## config.mk

```make
export PLATFORM = sky130hd
export DESIGN_NAME = rdsq_div_cell
export DESIGN_NICKNAME = d
export VERILOG_FILES = /design/src/rtl/rdsq_pkg.sv /design/src/rtl/rdsq_div_cell.sv
export SDC_FILE = /design/constraint.sdc
export NUM_CORES = 1
export LEC_CHECK = 0
export BUFFER_PORTS_ARGS = -buffer_cell sky130_fd_sc_hd__buf_4
export CAP_MARGIN = 10
export CORE_MARGIN = 4
export CORE_UTILIZATION = 50
export DETAILED_ROUTE_END_ITERATION = 8
export PLACE_DENSITY_LB_ADDON = 0.15
export SLEW_MARGIN = 10
export SYNTH_ARGS = -nofsm -noshare
export SYNTH_HDL_FRONTEND = slang
export SYNTH_SLANG_ARGS = --single-unit
```

## constraint.sdc

```tcl
create_clock -name i_clk -period 3.9 [get_ports i_clk]
set_clock_uncertainty 0.15 [all_clocks]
set_input_delay 0.195 -clock i_clk [delete_from_list [all_inputs] [get_ports i_clk]]
set_output_delay 0.195 -clock i_clk [all_outputs]
set_load 0.01 [all_outputs]
```

## src/rtl/rdsq_pkg.sv

```systemverilog
package rdsq_pkg;

    // Coordinate format: signed fixed point, FRAC_BITS fraction bits
    localparam int COORD_W    = 24;
    localparam int FRAC_BITS  = 8;
    localparam int DIST_W     = COORD_W + 1;          // distance, FRAC_BITS fraction bits
    localparam int WHOLE_W    = DIST_W - FRAC_BITS;   // whole part of distance
    localparam int STEP_W     = 16;
    localparam int RAD_W      = 2 * DIST_W;           // sum of squares
    localparam int REM_W      = DIST_W + 3;           // square root partial remainder
    localparam int SQRT_CELLS = DIST_W;               // one root bit per cell
    localparam int DIV_CELLS  = WHOLE_W;              // one quotient bit per cell

    // Configuration port
    localparam int CFG_IDX_W  = 3;
    localparam int CFG_DATA_W = COORD_W;

    localparam logic [CFG_IDX_W-1:0] REG_CENTER_X  = CFG_IDX_W'(0);
    localparam logic [CFG_IDX_W-1:0] REG_CENTER_Y  = CFG_IDX_W'(1);
    localparam logic [CFG_IDX_W-1:0] REG_CENTER_Z  = CFG_IDX_W'(2);
    localparam logic [CFG_IDX_W-1:0] REG_STEP_SIZE = CFG_IDX_W'(3);

    typedef struct packed {
        logic signed [COORD_W-1:0] point_x;
        logic signed [COORD_W-1:0] point_y;
        logic signed [COORD_W-1:0] point_z;
    } t_in_item;

    typedef struct packed {
        logic [DIST_W-1:0]  distance_fixed;
        logic [WHOLE_W-1:0] distance_whole;
        logic [WHOLE_W-1:0] step_index;
    } t_out_item;

    // Square root cell payload
    typedef struct packed {
        logic [RAD_W-1:0]  rad;   // radicand bits not yet consumed, MSB aligned
        logic [REM_W-1:0]  rem;
        logic [DIST_W-1:0] root;
    } t_sqrt;

    // Divider cell payload
    typedef struct packed {
        logic [DIST_W-1:0]  dist_fx;
        logic [WHOLE_W-1:0] dq;   // dividend bits out at the top, quotient bits in at the bottom
        logic [STEP_W-1:0]  rem;
    } t_div;

endpackage

```

## src/rtl/rdsq_div_cell.sv

```systemverilog
module rdsq_div_cell (
    input  logic                         i_clk,
    input  logic                         i_rst_n,
    input  logic                         i_en,
    input  logic                         i_vld,
    input  rdsq_pkg::t_div               i_data,
    input  logic [rdsq_pkg::STEP_W-1:0]  i_step,
    output logic                         o_vld,
    output rdsq_pkg::t_div               o_data
);
    import rdsq_pkg::*;

    logic [STEP_W:0] rem_sh;
    logic [STEP_W:0] diff;
    logic            ge;
    t_div            n_data;
    t_div            r_data;
    logic            r_vld;

    // one restoring division step
    always_comb begin
        rem_sh         = {i_data.rem, i_data.dq[WHOLE_W-1]};
        diff           = rem_sh - {1'b0, i_step};
        ge             = (rem_sh >= {1'b0, i_step});
        n_data.dist_fx = i_data.dist_fx;
        n_data.dq      = {i_data.dq[WHOLE_W-2:0], ge};
        n_data.rem     = ge ? diff[STEP_W-1:0] : rem_sh[STEP_W-1:0];
    end

    always_ff @(posedge i_clk) begin
        if (!i_rst_n) begin
            r_vld <= 1'b0;
        end else if (i_en) begin
            r_vld <= i_vld;
        end
    end

    always_ff @(posedge i_clk) begin
        if (i_en) begin
            r_data <= n_data;
        end
    end

    assign o_vld  = r_vld;
    assign o_data = r_data;

endmodule

```

Word-level counts from Yosys, hierarchy flattened
Cells that the tools add are included.
{ "classes": {"n_addsub": 1, "magnitude_cmp": 1, "n_mux": 1} }
{ "op_table": {"columns": ["cell", "count"], "rows": [
  ["$ge 17x16->1", 1],
  ["$mux 16", 1],
  ["$sub 16x16->16", 1]
]} }
{ "word_totals": {"regBits": 59, "output_inout_bits": 59, "wordCells": 7} }

Logic depth before layout (Yosys ltp)
{ "logic_depth": {"word_depth": 2, "mapped_depth": 12, "depth_no_buf": 9} }

Worst setup path before layout
No wires, ideal clock.
{ "synth_timing": {"kind": "input -> register", "startpoint": "in i_step[12] in the netlist's numbering", "endpoint": "reg r_data (netlist bit o_data[10]), data pin", "setup_time_ns": 0.260, "t_arrival_ns": 2.149, "required_time_ns": 3.490, "setup_slack_ns": 1.341, "stages": 12, "n_path_buf": 4, "cell_sequence": "inv_1 -> ha_1 -> buf_6 -> and2_4 -> buf_6 -> a221o_1 -> a21boi_4 -> and2_4 -> buf_8 -> inv_4 -> buf_12 -> mux2_4"} }
{ "synth_lines": {"columns": ["element", "line_no", "text"], "rows": [
  ["start: declaration", "rdsq_div_cell.sv:7", "input logic [rdsq_pkg::STEP_W-1:0] i_step,"],
  ["end signal: assignment", "rdsq_div_cell.sv:40", "r_data <= n_data;"],
  ["end: declaration", "rdsq_div_cell.sv:17", "t_div r_data;"]
]} }

==> run metrics <==
HP Start i_data[1]; VDD IR max around 420 uV; HPWL after detailed placement 5590 um; final hold violations 0; crit end category flip-flop; GRT Total Usage 26.8%; H-Tree Depth 3; wire per inst 20.1 um; mean area per synthesized cell around 14 um^2; row count 27; sequential share of the synthesized area 59.3%; vias in the first global route 2628; Starting Density 52.6%; antenna viol nets, final 0; die width between 80 and 90 um; max-slew violations 0; CTS tree built; IO Count 137; crit share post-route around 63%; Ys Warns 0; setup TNS 0 ps; status completed; # resized after CTS 0; Crit Reg-Reg Startpoint o_vld$_SDFFE_PN0P_; hold endpoint o_data[2]$_DFFE_PP_; GP Congestion between 0.8 and 0.9; Routed WL 9580 um; DRT Pass-1 Iters 4; core footprint between 5000 and 6000 um^2; post-synth top area cell edfxtp_1; RR Endpoint o_vld$_SDFFE_PN0P_; clock slew at reported path FFs about 70 ps; first-pass GRT wire length roughly 14000 um; final net count 494; Synth Cell Area about 3000 um^2; Num CTS Buffers 9; Hold Path Cell Cnt 2; area added between synthesis and finish 57.2%; Slew headroom roughly 48%; most common library cells after synthesis 58 x edfxtp_1, 19 x inv_1, 16 x ha_1, 12 x nor2_1, 9 x o21ai_0; fmax 407 MHz; Yosys top cell area share 58.7%; Setup WS pre-CTS roughly 1200 ps; DRC Markers 0; port bufs between 100 and 150; Die ar. between 7000 and 8000 um^2; Post-CTS Hold Buffers 43; GR Overflow Total 0; total setup buffers inserted after CTS 0; Slew @ Worst Pin 781 ps; largest net degree at the start of global routing 60; Reg2Reg Setup Slack 2520 ps; Pwr per Cell Area 401 nW/um^2; clock sink total 59; required time worst endpoint 3830 ps; DR vias/cell between 5 and 6; initial antenna violation count 1; post-layout min period 2460 ps; die height 85.1 um; Synth cell types 47; DRT iter0 DRCs about 260; R2R cell count 3; Synth async-reset ratio 0%; cells taking the most area after synthesis edfxtp_1 59%, ha_1 6.7%, mux2_4 4.0%; FF+latch count, synth 59; clock root cell clkbuf_8; vias about 2600; worst hold path type in -> reg; Clock Tree Buf Depth 2; ys flop type edfxtp_1; Leakage ~2.1 nW; Setup-failing EPs final 0; RSZ-0062 raised after global routing false; share of post-route cells with drive strength above 1 41.6%; Mapped Cells 214; EDFF count, synth 58; final setup margin 1440 ps; Worst Path Max Fanout 11; Fillers 298; CP Launch Type input port; clk_lat worst skew between 300 and 400 ps; most common cell in the netlist edfxtp_1; Post-Syn Nets 309; crit path DAT roughly 2400 ps; critical path class in -> reg; max-cap viol count 0
[stage by stage]
step	util [%]	total power [mW]	instance area, um^2	std cells	hold WS [ps]
2_1_floorplan	-	1.01	2970	214	144
3_3_place_gp	71.2	1.19	4020	417	223
3_5_place_dp	71.2	1.20	4020	417	225
4_1_cts	82.7	1.84	4660	476	17.6
5_1_grt	82.7	1.94	4670	477	26.7
6_report	82.7	1.87	4670	477	30.7
[critical path, stage by stage]
cell and delay (ps):
buf_4 120, ha_1 390, a21oi_2 220, o21ai_1 150
a221o_1 420, a21boi_4 240, and2_4 230, inv_4 110
mux2_4 310
[flip-flops by register name, indices dropped and copies added, names as in the netlist]
signal  flops
o_vld       1
o_data     58
[per-layer routing]
metal	wire length, um	global-route usage, %	vias to the layer above
li1	-	-	1191
met1	3700	31.5	1237
met2	4870	47.5	161
met3	765	6.60	19
met4	250	9.06	0
met5	0	0	-
[worst max path at each step]
stage	from	to	slack (ps)	cells after the start
after floorplan	i_step[12]	o_data[10]$_DFFE_PP_	1340	12
after global placement	i_data[7]	o_data[8]$_DFFE_PP_	1250	9
after detailed placement	i_data[7]	o_data[4]$_DFFE_PP_	1170	9
after CTS	i_data[7]	o_data[4]$_DFFE_PP_	1500	9
after global routing	i_data[7]	o_data[12]$_DFFE_PP_	1380	9
final	i_data[7]	o_data[7]$_DFFE_PP_	1440	9
[layout make-up]
type | count | area (um^2) | share of cell area, %
antenna | 1 | 2.50 | 0.0536
clock buffer | 9 | 124 | 2.65
clock inverter | 7 | 91.3 | 1.96
inverter | 20 | 77.6 | 1.66
multi-input combinational | 130 | 1070 | 22.9
sequential | 59 | 1760 | 37.7
tap | 72 | 90.1 | 1.93
timing repair buffer | 179 | 1450 | 31.1
[power by group]
| part | internal, mW | switching (mW) | total (mW) |
|---|---|---|---|
| registers | 0.773 | 0.0239 | 0.797 |
| clock network | 0.359 | 0.262 | 0.621 |
| logic | 0.243 | 0.209 | 0.452 |
| total | 1.37 | 0.496 | 1.87 |
[layout by cell type, fill, tap and decap left out, types with 7 or more instances in the layout]
master	instances
nor2_1	12
o21ai_0	9
nand3_1	7
edfxtp_1	58
mux2_4	8
inv_1	19
buf_4	136
dlygate4sd3_1	43
ha_1	16
clkbuf_8	9
[cell families after synthesis]
family                   synth area share, %
AO/OA/AOI/OAI                           13.6
XOR/XNOR                                2.65
adder cells (fa/ha/maj)                 7.42
buffers and inverters                   4.68
flip-flops                              59.3
multiplexers                            5.10
AND/OR/NAND/NOR                         7.21
(Power assumes the default switching activity.)
