**config.mk**
```make
export PLATFORM = sky130hd
export DESIGN_NAME = rdsq_sqrt_cell
export DESIGN_NICKNAME = d
export VERILOG_FILES = /design/src/rtl/rdsq_pkg.sv /design/src/rtl/rdsq_sqrt_cell.sv
export SDC_FILE = /design/constraint.sdc
export NUM_CORES = 1
export LEC_CHECK = 0
export BUFFER_PORTS_ARGS = -buffer_cell sky130_fd_sc_hd__buf_4
export CAP_MARGIN = 0
export CORE_ASPECT_RATIO = 0.7
export CORE_MARGIN = 2
export CORE_UTILIZATION = 50
export CTS_BUF_LIST = sky130_fd_sc_hd__clkbuf_2 sky130_fd_sc_hd__clkbuf_4 sky130_fd_sc_hd__clkbuf_8
export DETAILED_ROUTE_END_ITERATION = 10
export PLACE_DENSITY = 0.83
export SETUP_SLACK_MARGIN = 0.4
export SYNTH_ARGS = -nofsm -noshare
export SYNTH_HDL_FRONTEND = slang
export SYNTH_SLANG_ARGS = --single-unit
```
**constraint.sdc**
```tcl
create_clock -name i_clk -period 4.1 [get_ports i_clk]
set_clock_uncertainty 0.15 [all_clocks]
set_input_delay 0.82 -clock i_clk [delete_from_list [all_inputs] [get_ports i_clk]]
set_output_delay 0.82 -clock i_clk [all_outputs]
set_load 0.02 [all_outputs]
```
**src/rtl/rdsq_pkg.sv**
```systemverilog
package rdsq_pkg;

    // Coordinate format: signed fixed point, FRAC_BITS fraction bits
    localparam int COORD_W    = 24;
    localparam int FRAC_BITS  = 8;
    localparam int DIST_W     = COORD_W + 1;          // distance, FRAC_BITS fraction bits
    localparam int WHOLE_W    = DIST_W - FRAC_BITS;   // whole part of distance
    localparam int STEP_W     = 16;
    localparam int RAD_W      = 2 * DIST_W;           // sum of squares
    localparam int REM_W      = DIST_W + 3;           // square root partial remainder
    localparam int SQRT_CELLS = DIST_W;               // one root bit per cell
    localparam int DIV_CELLS  = WHOLE_W;              // one quotient bit per cell

    // Configuration port
    localparam int CFG_IDX_W  = 3;
    localparam int CFG_DATA_W = COORD_W;

    localparam logic [CFG_IDX_W-1:0] REG_CENTER_X  = CFG_IDX_W'(0);
    localparam logic [CFG_IDX_W-1:0] REG_CENTER_Y  = CFG_IDX_W'(1);
    localparam logic [CFG_IDX_W-1:0] REG_CENTER_Z  = CFG_IDX_W'(2);
    localparam logic [CFG_IDX_W-1:0] REG_STEP_SIZE = CFG_IDX_W'(3);

    typedef struct packed {
        logic signed [COORD_W-1:0] point_x;
        logic signed [COORD_W-1:0] point_y;
        logic signed [COORD_W-1:0] point_z;
    } t_in_item;

    typedef struct packed {
        logic [DIST_W-1:0]  distance_fixed;
        logic [WHOLE_W-1:0] distance_whole;
        logic [WHOLE_W-1:0] step_index;
    } t_out_item;

    // Square root cell payload
    typedef struct packed {
        logic [RAD_W-1:0]  rad;   // radicand bits not yet consumed, MSB aligned
        logic [REM_W-1:0]  rem;
        logic [DIST_W-1:0] root;
    } t_sqrt;

    // Divider cell payload
    typedef struct packed {
        logic [DIST_W-1:0]  dist_fx;
        logic [WHOLE_W-1:0] dq;   // dividend bits out at the top, quotient bits in at the bottom
        logic [STEP_W-1:0]  rem;
    } t_div;

endpackage

```
**src/rtl/rdsq_sqrt_cell.sv**
```systemverilog
module rdsq_sqrt_cell (
    input  logic            i_clk,
    input  logic            i_rst_n,
    input  logic            i_en,
    input  logic            i_vld,
    input  rdsq_pkg::t_sqrt i_data,
    output logic            o_vld,
    output rdsq_pkg::t_sqrt o_data
);
    import rdsq_pkg::*;

    logic [REM_W-1:0] rem_sh;
    logic [REM_W-1:0] trial;
    logic             ge;
    t_sqrt            n_data;
    t_sqrt            r_data;
    logic             r_vld;

    // one restoring step: bring down two radicand bits, try root bit = 1
    always_comb begin
        rem_sh      = {i_data.rem[REM_W-3:0], i_data.rad[RAD_W-1 -: 2]};
        trial       = REM_W'({i_data.root, 2'b01});
        ge          = (rem_sh >= trial);
        n_data.rad  = {i_data.rad[RAD_W-3:0], 2'b00};
        n_data.rem  = ge ? (rem_sh - trial) : rem_sh;
        n_data.root = {i_data.root[DIST_W-2:0], ge};
    end

    always_ff @(posedge i_clk) begin
        if (!i_rst_n) begin
            r_vld <= 1'b0;
        end else if (i_en) begin
            r_vld <= i_vld;
        end
    end

    always_ff @(posedge i_clk) begin
        if (i_en) begin
            r_data <= n_data;
        end
    end

    assign o_vld  = r_vld;
    assign o_data = r_data;

endmodule

```
; ---- Word-level counts from Yosys, hierarchy flattened
; Index checks and enable logic that the tools add are counted.
[totals]
ff_bits = 102
input_bits = 107
out_inout_bits = 104
elab_cells = 7
[classes]
n_addsub = 1
magnitude_cmp = 1
muxes = 1
[ops]
columns = operator, count
row1 = 28-bit by 27-bit greater-or-equal comparator with 1-bit output, 1
row2 = 28-bit 2-to-1 mux, 1
row3 = 28-bit by 27-bit subtractor with 28-bit output, 1

; ---- Longest topological paths before layout
[depth]
ltp_word = 2
depth_mapped = 12
mapped_depth_nobuf = 10

; ---- Worst setup path after synthesis
; OpenSTA, ideal clock, no wires.
[synth_path]
path_type = input port to flip-flop
start = in i_data[11] (netlist bit)
end = reg r_data, in the netlist o_data[44], data pin
setup_ns = 0.260
arrival_time_ns = 2.780
required_ns = 3.690
setup_slack_ns = 0.910
stages = 9
n_path_buf = 1
path_cell_list = inv_1 > ha_1 > clkbuf_1 > nand4_1 > or4_1 > o311ai_2 > a211oi_2 > nor2_4 > mux2_2
[synth_lines]
columns = item, line_no
row1 = "start, declared", rdsq_sqrt_cell.sv:6  ; input rdsq_pkg::t_sqrt i_data,
row2 = "end signal, assigned", rdsq_sqrt_cell.sv:39  ; r_data <= n_data;
row3 = "end, declared", rdsq_sqrt_cell.sv:16  ; t_sqrt r_data;

==> impl_summary.md <==
GRT
The met3 demand-to-capacity share in global routing is 0.0911. The total grt overflow is 0. In the global route stage, met1 resource usage came out at 0.262. The total global routing track utilization is 0.217.

The initial antenna violation count came to 0. The number of global-route vias before repair was 3735. Entering global routing, the biggest net connects 54 pins. In the global route stage, met2 resource usage came out at 0.369. The wire length of the first global-routing pass is between 15000 and 20000 um. The highest-utilization routing layer at the global route stage is met2.

Yosys
By area the synthesized netlist is led by edfxtp_1, ha_1, a21oi_1, a21o_1, nor2_1. The share of the Yosys chip area taken by registers is 0.613. The area share of the largest cell type after synthesis is 0.609.

The fraction of synthesized area in multiplexers is 0.0110. Of the total synthesized cell area, the portion taken by XOR and XNOR cells is 0.0457. The most area-hungry cell type in the Yosys netlist is edfxtp_1. Of the total synthesized cell area, the portion taken by full adders, half adders and majority gates is 0.0678. In this run, synthesis produced a sequential element count of 102. The number of flops mapped to enable cells by yosys is ~100. In the synthesized netlist the dominant register cell turns out to be edfxtp_1. The mean area per synthesized cell is 12.3 um2. The summed instance area of the synthesized netlist is roughly 5000 um2. The cell count after synthesis is a little over 400. The fraction of the mapped netlist area in compound gates came to 0.122. The synthesized netlist contains 40 unique library cells. The largest family of logic cells by synthesized area is compound AO/OA/AOI/OAI gates.

The proportion of register bits with asynchronous set or reset after synthesis is 0. During synthesis, Yosys emitted a total of 0 warnings. The post-synthesis simple-gate area fraction is 0.0866.

STA
The max-slew headroom at the worst pin is 0.557. Static timing analysis puts the maximum clock frequency at around 0.3 GHz. The count of pins over their slew limit came to 0. Setup repair after global routing left no endpoint under its margin. Setup total negative slack on the finished layout was measured at 0 ns. After layout, the minimum clock period comes to 3.35 ns. In the post-route analysis, the smallest setup slack over all paths is 0.751 ns.

The number of endpoints with negative hold slack in the final report is 0. Dividing the final minimum period by the clock period gives 0.817. The number of endpoints failing setup at the final stage is 0. At the pin with the least slew margin, the transition time is 0.664 ns.

Floorplan
The initial utilization of the core area, before any placement, comes to 0.515. The die is 87.5 um tall. The floorplan has 30 rows.

The number of ports placed on the die boundary is 211. The full die area is between 10000 and 15000 um2. The die extent in x is roughly 120 um. In this run the standard cell core region covers just under 10000 um2.

Power and ir drop
The worst supply voltage drop on vdd is 0.298 mV. The power density over the cells is 389 nW/um2. The leakage power is ~3.0 nW.

Worst setup path
The data arrival time of the worst path is 3.30 ns. The nature of the critical path endpoint is a flip-flop. The cell repeated most along the worst path is buf_4.

Data on the critical path is required at its endpoint by around 4.1 ns. The worst register-to-register path has a depth of 2. The critical-path cell with the highest stage delay is or4_1.

In this run the worst path has a maximum fanout of 31. STA classifies the critical path startpoint as an input port. Traced cell by cell, the critical path runs through buf_4, inv_1, ha_1, nand4_1, or4_1, o311ai_2, a211oi_2, nor2_4, buf_4, a21oi_1.

The endpoint identified for the worst register-to-register timing path is o_vld$_SDFFE_PN0P_. The type of the worst setup path is input port to flip-flop. The worst reg2reg path startpoint is o_vld$_SDFFE_PN0P_. The setup slack on the worst flop-to-flop path is 3.33 ns.

The worst stage delay on the critical path is between 0.5 and 0.6 ns.

Clock tree
The clock tree root driver cell is clkbuf_8. The post-CTS setup buffer count is 0. The number of levels in the clock H-tree is 3. The clock transition at the registers of the reported paths is roughly 0.09 ns. TritonCTS built the clock tree.

The number of instances resized during post-cts repair is 0. Buffers inserted during clock tree synthesis total 9. The clock network latency to the later pin of the worst-skew pair is between 0.3 and 0.4 ns. The count of hold-fix buffers inserted at cts is 0. The clock passes through at most 2 buffers. The number of clock sinks seen by CTS is 102.

Final layout
At the end of the flow the core is filled with cells to 0.698. The most common cell after layout, fill and taps aside is buf_4. In the layout the commonest cells are buf_4, edfxtp_1, a21oi_1, nor2_1, inv_1.

In the final layout, the share of cells above drive strength 1 is 0.387. The repair_antennas step left the layout with diodes totalling 0. The net count of the finished layout is between 700 and 800. The area growth from synthesis to layout is 35.6%.

Placement
Routability-driven placement finished with a final weighted congestion of around 0.95. OpenSTA, run right after detailed placement, puts the worst setup slack at about 0.41 ns. Input and output buffers added on the ports amount to about 210.

The placed wire-length estimate is approximately 9300 um.

Job
The tool flagged a number of max-cap violations equal to 0.

Drt
After detailed routing, the number of remaining DRC violations is 0. The number of nets with antenna violations after detailed routing is 0. In this run, the number of DRC markers left after iteration 0 of detailed routing was 194.

In the routed layout, each cell is associated on average with a via count of just over 5. The routed design has 11900 um of wire. The number of detailed-routing iterations run before antenna repair is 4. After detailed routing, the average wire length per cell comes to 16.2 um. The final route contains ~3800 vias.

Worst hold path
The kind of path behind the tightest hold check is flip-flop to flip-flop. The number of cells traversed by the worst hold path is 2. The worst hold path terminates at o_vld$_SDFFE_PN0P_. The startpoint of the tightest hold check path is o_vld$_SDFFE_PN0P_.

Status
The flow ran to the end, and the final reports show no timing, DRC or antenna violations.
## worst max-delay path by stage
| stage | start | endpoint | cells past startpoint | slack [ns] |
|---|---|---|---|---|
| after global placement | i_data[19] | o_data[39]$_DFFE_PP_ | 10 | 0.49 |
| after detailed placement | i_data[17] | o_data[37]$_DFFE_PP_ | 10 | 0.41 |
| final | i_data[17] | o_data[37]$_DFFE_PP_ | 10 | 0.75 |
| after floorplan | i_data[11] | o_data[44]$_DFFE_PP_ | 9 | 0.91 |
| after global routing | i_data[16] | o_data[39]$_DFFE_PP_ | 11 | 0.57 |
| after CTS | i_data[16] | o_data[37]$_DFFE_PP_ | 10 | 0.80 |
## critical path, delay by kind of cell
family                     cells  cell delay, ns
adders and majority gates      1            0.43
buffers and inverters          3            0.49
AOI/OAI and AO/OA              3            0.50
and+or+nand+nor                3            1.05
## per-layer routing
layer  routed length [um]  part of all wire  vias up
li1                     -                 -     1874
met1                 4700              0.39     1772
met2                 5780              0.48      162
met3                 1350              0.11       12
met4                  119             0.010        0
met5                    0                 0        -
## registers in the layout (all words and copies together), names as in the netlist
signal,count
o_vld,1
o_data,101
## area by class of cell
class | count | area, um2
timing repair buffer | 210 | 1590
multi-input combinational | 251 | 1670
sequential | 102 | 3050
inverter | 28 | 105
clock buffer | 9 | 124
fill | 726 | 2930
tap | 128 | 160
clock inverter | 7 | 57.6
## cell usage after synthesis (10+ instances only)
library cell and number:
a21o_1 19, a21oi_1 44, edfxtp_1 101, ha_1 27, inv_1 28, nand2_1 16, nand3_1 10, nand4_1 12
nor2_1 37, o21ai_0 13, xnor2_1 14, xor2_1 12
## per-stage QoR
step / power [W] / cells / hold WS [ns] / area, um2
CTS: 0.00265 / 735 / 0.410 / 6760
floorplan: 0.00175 / 405 / 0.439 / 4990
global placement: 0.00204 / 719 / 0.350 / 6570
detailed placement: 0.00206 / 719 / 0.389 / 6570
global route: 0.00275 / 735 / 0.428 / 6760
finish: 0.00263 / 735 / 0.405 / 6760
## cell families after synthesis
family / after synthesis
AOI/OAI and AO/OA: 98
xor gates and xnor gates: 26
adders and majority gates: 27
buffers and inverters: 52
DFF: 102
muxes: 5
other: 1
and+or+nand+nor: 93
## power breakdown
group / total (W) / internal [W] / switching (W)
clock network: 0.000588 / 0.000230 / 0.000358
logic: 0.000736 / 0.000322 / 0.000414
registers: 0.00131 / 0.00128 / 0.0000303
total: 0.00263 / 0.00183 / 0.000802
Note: power is estimated with default switching activity, not from simulation.
