`config.mk`:
```
export PLATFORM = sky130hd
export DESIGN_NAME = rdsq_front
export DESIGN_NICKNAME = d
export VERILOG_FILES = /design/src/rtl/rdsq_pkg.sv /design/src/rtl/rdsq_front.sv
export SDC_FILE = /design/constraint.sdc
export NUM_CORES = 2
export LEC_CHECK = 0
export ABC_AREA = 0
export BUFFER_PORTS_ARGS = -buffer_cell sky130_fd_sc_hd__buf_2
export CAP_MARGIN = 20
export CORE_ASPECT_RATIO = 0.5
export CORE_MARGIN = 3
export CORE_UTILIZATION = 40
export CTS_CLUSTER_DIAMETER = 50
export CTS_CLUSTER_SIZE = 10
export DETAILED_ROUTE_END_ITERATION = 7
export HOLD_SLACK_MARGIN = 0.05
export PLACE_DENSITY = 0.65
export SYNTH_ARGS = -nofsm -noshare
export SYNTH_HDL_FRONTEND = slang
export SYNTH_SLANG_ARGS = --single-unit
```
`constraint.sdc`:
```
create_clock -name i_clk -period 9.4 [get_ports i_clk]
set_input_delay 2.82 -clock i_clk [delete_from_list [all_inputs] [get_ports i_clk]]
set_output_delay 2.82 -clock i_clk [all_outputs]
set_load 0.05 [all_outputs]
```
`src/rtl/rdsq_pkg.sv`:
```
package rdsq_pkg;

    // Coordinate format: signed fixed point, FRAC_BITS fraction bits
    localparam int COORD_W    = 24;
    localparam int FRAC_BITS  = 8;
    localparam int DIST_W     = COORD_W + 1;          // distance, FRAC_BITS fraction bits
    localparam int WHOLE_W    = DIST_W - FRAC_BITS;   // whole part of distance
    localparam int STEP_W     = 16;
    localparam int RAD_W      = 2 * DIST_W;           // sum of squares
    localparam int REM_W      = DIST_W + 3;           // square root partial remainder
    localparam int SQRT_CELLS = DIST_W;               // one root bit per cell
    localparam int DIV_CELLS  = WHOLE_W;              // one quotient bit per cell

    // Configuration port
    localparam int CFG_IDX_W  = 3;
    localparam int CFG_DATA_W = COORD_W;

    localparam logic [CFG_IDX_W-1:0] REG_CENTER_X  = CFG_IDX_W'(0);
    localparam logic [CFG_IDX_W-1:0] REG_CENTER_Y  = CFG_IDX_W'(1);
    localparam logic [CFG_IDX_W-1:0] REG_CENTER_Z  = CFG_IDX_W'(2);
    localparam logic [CFG_IDX_W-1:0] REG_STEP_SIZE = CFG_IDX_W'(3);

    typedef struct packed {
        logic signed [COORD_W-1:0] point_x;
        logic signed [COORD_W-1:0] point_y;
        logic signed [COORD_W-1:0] point_z;
    } t_in_item;

    typedef struct packed {
        logic [DIST_W-1:0]  distance_fixed;
        logic [WHOLE_W-1:0] distance_whole;
        logic [WHOLE_W-1:0] step_index;
    } t_out_item;

    // Square root cell payload
    typedef struct packed {
        logic [RAD_W-1:0]  rad;   // radicand bits not yet consumed, MSB aligned
        logic [REM_W-1:0]  rem;
        logic [DIST_W-1:0] root;
    } t_sqrt;

    // Divider cell payload
    typedef struct packed {
        logic [DIST_W-1:0]  dist_fx;
        logic [WHOLE_W-1:0] dq;   // dividend bits out at the top, quotient bits in at the bottom
        logic [STEP_W-1:0]  rem;
    } t_div;

endpackage

```
`src/rtl/rdsq_front.sv`:
```
module rdsq_front (
    input  logic                                i_clk,
    input  logic                                i_rst_n,
    input  logic                                i_en,
    input  logic                                i_vld,
    input  rdsq_pkg::t_in_item                  i_item,
    input  logic signed [rdsq_pkg::COORD_W-1:0] i_cx,
    input  logic signed [rdsq_pkg::COORD_W-1:0] i_cy,
    input  logic signed [rdsq_pkg::COORD_W-1:0] i_cz,
    output logic                                o_vld,
    output logic [rdsq_pkg::RAD_W-1:0]          o_rad
);
    import rdsq_pkg::*;

    logic signed [DIST_W-1:0] dx, dy, dz;
    logic [DIST_W-1:0]        n_mx, n_my, n_mz;
    logic [DIST_W-1:0]        r_mx, r_my, r_mz;
    logic [RAD_W-1:0]         n_sx, n_sy, n_sz;
    logic [RAD_W-1:0]         r_sx, r_sy, r_sz;
    logic [RAD_W-1:0]         n_sum;
    logic [RAD_W-1:0]         r_sum;
    logic                     r_vld1, r_vld2, r_vld3;

    // stage 1: absolute differences
    always_comb begin
        dx   = DIST_W'(i_item.point_x) - DIST_W'(i_cx);
        dy   = DIST_W'(i_item.point_y) - DIST_W'(i_cy);
        dz   = DIST_W'(i_item.point_z) - DIST_W'(i_cz);
        n_mx = dx[DIST_W-1] ? DIST_W'(-dx) : DIST_W'(dx);
        n_my = dy[DIST_W-1] ? DIST_W'(-dy) : DIST_W'(dy);
        n_mz = dz[DIST_W-1] ? DIST_W'(-dz) : DIST_W'(dz);
    end

    // stage 2: squares, full product width (operands carry only DIST_W bits)
    always_comb begin
        n_sx = RAD_W'(r_mx) * RAD_W'(r_mx);
        n_sy = RAD_W'(r_my) * RAD_W'(r_my);
        n_sz = RAD_W'(r_mz) * RAD_W'(r_mz);
    end

    // stage 3: sum, cannot overflow (below 3 * 2^48)
    assign n_sum = r_sx + r_sy + r_sz;

    always_ff @(posedge i_clk) begin
        if (!i_rst_n) begin
            r_vld1 <= 1'b0;
            r_vld2 <= 1'b0;
            r_vld3 <= 1'b0;
        end else if (i_en) begin
            r_vld1 <= i_vld;
            r_vld2 <= r_vld1;
            r_vld3 <= r_vld2;
        end
    end

    always_ff @(posedge i_clk) begin
        if (i_en) begin
            r_mx  <= n_mx;
            r_my  <= n_my;
            r_mz  <= n_mz;
            r_sx  <= n_sx;
            r_sy  <= n_sy;
            r_sz  <= n_sz;
            r_sum <= n_sum;
        end
    end

    assign o_vld = r_vld3;
    assign o_rad = r_sum;

endmodule

```
# ---- Word level (Yosys, flattened, before mapping)
# Index checks and enable logic that the tools add are counted.
dict set report classes {
  n_addsub 8
  mul 3
  n_mux 3
}
# op count
set ops {}
lappend ops {{$mul A25 B25 Y50} 3}
lappend ops {{$add A50 B50 Y50} 2}
lappend ops {{$neg A25 Y25} 3}
lappend ops {{$sub A24 B24 Y25} 3}
lappend ops {{$mux W24} 3}
dict set report word_totals {
  register_bits 278
  out_inout_bits 51
  wordCells 27
}

# ---- Longest topological paths before layout
dict set report depth {
  word_depth 3
  mapped_depth 29
  mapped_depth_nobuf 27
}

# ---- Least setup slack after synthesis
# OpenSTA, ideal clock, no wires.
dict set report synth_path {
  kind {register to register}
  start {register r_my[3]}
  end {register r_sy[48] (data pin)}
  setup_time_ns 0.272
  arrival_ns 7.216
  required_time_ns 9.128
  setup_slack_ns 1.912
  stages_incl_launch_ff 29
  n_path_buf 2
  path_cell_list {edfxtp_1 -> clkbuf_1 -> clkbuf_1 -> nand2_1 -> fa_1 -> inv_1 -> fa_1 -> inv_1 -> fa_1 -> inv_1 -> fa_1 -> inv_1 -> fa_1 -> inv_1 -> fa_1 -> inv_1 -> fa_1 -> inv_1 -> ha_1 -> a21o_1 -> a21o_1 -> a21o_1 -> a221oi_1 -> o2111ai_1 -> nand3_1 -> nand2_1 -> a41o_1 -> mux2i_1 -> or4_1}
}
dict set report synth_via {
  elab_chain_len 1
}
# item line
set synth_rtl {}
lappend synth_rtl {{start: declaration} rdsq_front.sv:17} ;# logic [DIST_W-1:0] r_mx, r_my, r_mz;
lappend synth_rtl {{start signal: assignment} rdsq_front.sv:59} ;# r_my <= n_my;
lappend synth_rtl {{$mul A25 B25 Y50} rdsq_front.sv:37} ;# n_sy = RAD_W'(r_my) * RAD_W'(r_my);
lappend synth_rtl {{named net n_sy[48]} rdsq_front.sv:18} ;# logic [RAD_W-1:0] n_sx, n_sy, n_sz;
lappend synth_rtl {{end signal: assignment} rdsq_front.sv:62} ;# r_sy <= n_sy;
lappend synth_rtl {{end: declaration} rdsq_front.sv:19} ;# logic [RAD_W-1:0] r_sx, r_sy, r_sz;
# The timed path passes the listed nets, and every way through them passes these cells.
# A chain may end at the register's enable or synchronous reset.

# ---- Final worst setup path
dict set report layout_path {
  start {register r_mz[8]}
  end {register r_sz[44] (data pin)}
}
dict set report layout_via {
  elab_chain_len 1
}
# item line
set layout_rtl {}
lappend layout_rtl {{start: declaration} rdsq_front.sv:17}
lappend layout_rtl {{start signal: assignment} rdsq_front.sv:60} ;# r_mz <= n_mz;
lappend layout_rtl {{$mul A25 B25 Y50} rdsq_front.sv:38} ;# n_sz = RAD_W'(r_mz) * RAD_W'(r_mz);
lappend layout_rtl {{named net n_sz[44]} rdsq_front.sv:18}
lappend layout_rtl {{end signal: assignment} rdsq_front.sv:63} ;# r_sz <= n_sz;
lappend layout_rtl {{end: declaration} rdsq_front.sv:19}
# The timed path passes the listed nets, and every way through them passes these cells.

==> metrics <==
number of cells produced by synthesis around 7500; largest area contributor in the synthesized netlist fa_1; die extent in y about 300 um; portion of netlist area occupied by mux cells 0.00280; Post CTS Setup Buffer Count 0; element type at the critical path end register; synthesis warning total 0; arrival time worst endpoint between 8000 and 9000 ps; endpoint of the worst hold-timing path o_vld$_SDFFE_PN0P_; number of detailed-routing iterations run before antenna repair 6; Std-Cell Core Area roughly 170000 um^2; area grow syn2layout 7.57%; EDFF count, synth between 200 and 300; CP Launch Type register; critical path class reg -> reg; share of Yosys cell area claimed by the top area cell type 0.409; post-route minimum period roughly 8600 ps; ratio of cells with drive above 1 in the final layout 0.0523; xor/xnor cell area share of the yosys netlist 0.0407; final worst-path cycle share 0.912; synthesized-area fraction occupied by adder cells 0.530; R2R depth 24; proportion of synthesized chip area in sequential cells 0.116; number of buffers inserted during clock tree synthesis 46; placer's final routability congestion estimate a little over 0.9; worst-path maximum fanout 19; worst reg2reg path startpoint r_mz[8]$_DFFE_PP_; Congestion Overflow GR 0; slowest cell on the critical path edfxtp_1; routed length per instance 17.4 um; Final Hold Violating Endpoints 0; average via count per standard cell between 4 and 5; dominant combinational cell family by area after synthesis adder cells; post-route ant nets 0; share of synthesized cell area in and, or, nand and nor gates 0.109; worst skew pair latency about 660 ps; hold path cells 2; CP Cell Sequence inv_1, nor2_1, fa_1, fa_1, inv_1, fa_1, fa_1, inv_1, fa_1, fa_1, inv_1, fa_1, inv_1, ha_1, a21o_1, a21o_1, a21oi_1, o21a_1, o2bb2ai_1, o21ai_0, o21ai_0, a41o_1, nor4_1, a211oi_1; Critical Path RT just under 10000 ps; cell mode on critical path fa_1; register-to-register path setup slack ~830 ps; synthesized area around 71000 um^2; distinct cell type count of the synthesized netlist 92; CP Depth 24; final worst clock skew roughly 41 ps; remaining design rule violation count 0; dominant delay contributor by cell family on the critical path adder cells; Area contributors post-synth fa_1, ha_1, edfxtp_1; GR Util All Layers 0.195; number of core rows about 110; Port-buffer cells a little under 200; destination of the worst register-to-register timing path r_sz[44]$_DFFE_PP_; number of global-route vias before repair between 50000 and 60000; remaining max-slew budget at the tightest pin 0.169; endpoints failing setup 0; nets@finish about 10000; initial standard-cell utilization of the core 0.406; die footprint roughly 180000 um^2; max-cap viol count 0; number of DRC markers in iteration 0 3506; Synth Area in Compound Gates 0.0765; quantity of gates resized following cts 0; # clock sinks around 280; actual slew at the worst max-slew pin approximately 1200 ps; largest incremental delay on the critical path around 1100 ps; prevailing post-synth register cell edfxtp_1; Max Fclk roughly 120 MHz; Bufs on Longest Clock Path 3; Die Wd ~600 um; vias just under 50000; Async SR Flop Fraction 0; I/O pin count between 150 and 200; H-Tree Depth 2; maximum number of pins on one net before global-route repair 91; number of buffers added to fix hold violations after cts 0; initial antenna violation count 7; clock input transition at the sequential cells of the worst setup and hold paths around 60 ps; Hold Crit Class reg -> reg; Worst Min Path Start o_vld$_SDFFE_PN0P_; status complete, no violations; setup repair after global routing missed its margin false; filler cell count between 15000 and 20000; master cell of the clock root buffer clkbuf_16; number of max-slew violations in the final report 0; Yosys reg bits approximately 280; WL final 175000 um; HPWL after detailed placement 148000 um; clock tree from TritonCTS built; Total Neg Setup Slack 0 ps; CP bufs+invs 5; Avg Cell Area, Syn around 9.4 um^2; first-pass GRT wire length 284000 um
-- sequential cells by signal, indices dropped and copies added, names as in the netlist --
signal / flops
o_rad: 50
r_sx: 49
r_sy: 49
r_sz: 49
r_mx: 25
r_my: 25
r_mz: 25
o_vld: 1
r_vld1: 1
r_vld2: 1
-- worst max path at each step --
stage | start | to | slack, ps
final | r_mz[8]$_DFFE_PP_ | r_sz[44]$_DFFE_PP_ | 830
after global routing | r_mx[6]$_DFFE_PP_ | r_sx[48]$_DFFE_PP_ | 410
after CTS | r_mz[8]$_DFFE_PP_ | r_sz[44]$_DFFE_PP_ | 930
after detailed placement | r_mz[8]$_DFFE_PP_ | r_sz[44]$_DFFE_PP_ | 960
after global placement | r_mz[8]$_DFFE_PP_ | r_sz[44]$_DFFE_PP_ | 990
after floorplan | r_my[3]$_DFFE_PP_ | r_sy[48]$_DFFE_PP_ | 1910
-- worst min-delay path, stage by stage (launching register included) --
cell     delay [ps]
dfxtp_1         320
mux2i_1          60
nor2b_1          90
-- area by class of cell --
type / count / area, um^2 / area share
Clock inverter: 25 / 324 / 0.00424
Tap cell: 2365 / 2960 / 0.0387
Inverter: 2175 / 8160 / 0.107
Multi-Input combinational cell: 4890 / 53900 / 0.705
Sequential cell: 275 / 8230 / 0.108
Timing Repair Buffer: 286 / 1670 / 0.0219
Antenna cell: 4 / 10.0 / 0.000131
Clock buffer: 49 / 1160 / 0.0152
-- synthesized netlist by cell type, types with 7 or more instances --
library cell	n
o21bai_1	51
nor2b_1	50
a221oi_1	8
nand4_1	25
xor2_1	119
edfxtp_1	272
a21oi_1	252
nor3_1	31
o2111ai_1	8
or3_1	13
a31oi_1	29
inv_1	2175
a211o_1	8
nand3_1	59
nor4b_1	7
a211oi_1	28
and3_1	44
nand2_1	613
nand2b_1	36
o211ai_1	23
a311oi_1	9
xnor2_1	209
o31a_1	7
clkbuf_1	195
fa_1	1450
and4_1	8
mux2i_1	12
nor3b_1	10
and2_1	370
o21a_1	30
o31ai_1	16
nor2_1	253
o21ai_0	128
nor4_1	12
or2_2	17
a21o_1	147
a2111oi_0	8
ha_1	689
-- per-layer routing --
metal | GRT usage | part of all wire | up-vias
li1 | - | - | 23100
met1 | 0.277 | 0.45 | 25100
met2 | 0.316 | 0.46 | 1331
met3 | 0.0262 | 0.063 | 207
met4 | 0.0507 | 0.027 | 0
met5 | 0 | 0 | -
-- cells in the final DEF (no fill, tap or decap), types with 128 or more instances in the layout --
master,synthesis,final
fa_1,1450,1450
xnor2_1,209,209
inv_1,2175,2175
buf_2,4,197
edfxtp_1,272,272
nor2_1,253,253
nand2_1,613,613
o21ai_0,128,128
a21oi_1,252,252
ha_1,689,689
and2_1,370,370
a21o_1,147,147
-- cells by family after synthesis --
logic type	Yosys count
AOI/OAI and AO/OA	826
muxes	18
DFF	275
xor gates and xnor gates	329
other	1
buffers and inverters	2375
and+or+nand+nor	1575
adders and majority gates	2139
-- stage by stage --
stage               hold slack [ps]  setup WS, ps  std cells  instance area, um^2  utilization
CTS                             520           935      10100                76400        0.436
finish                          512           826      10100                76400        0.437
global placement                508           989       9985                74900        0.428
detailed placement              513           958       9987                74900        0.428
floorplan                       424          1910       7540                71000            -
global route                    552           407      10100                76400        0.437
Power is not shown: default switching activity piles up to over one toggle a cycle in this logic, so the estimate is an artifact.
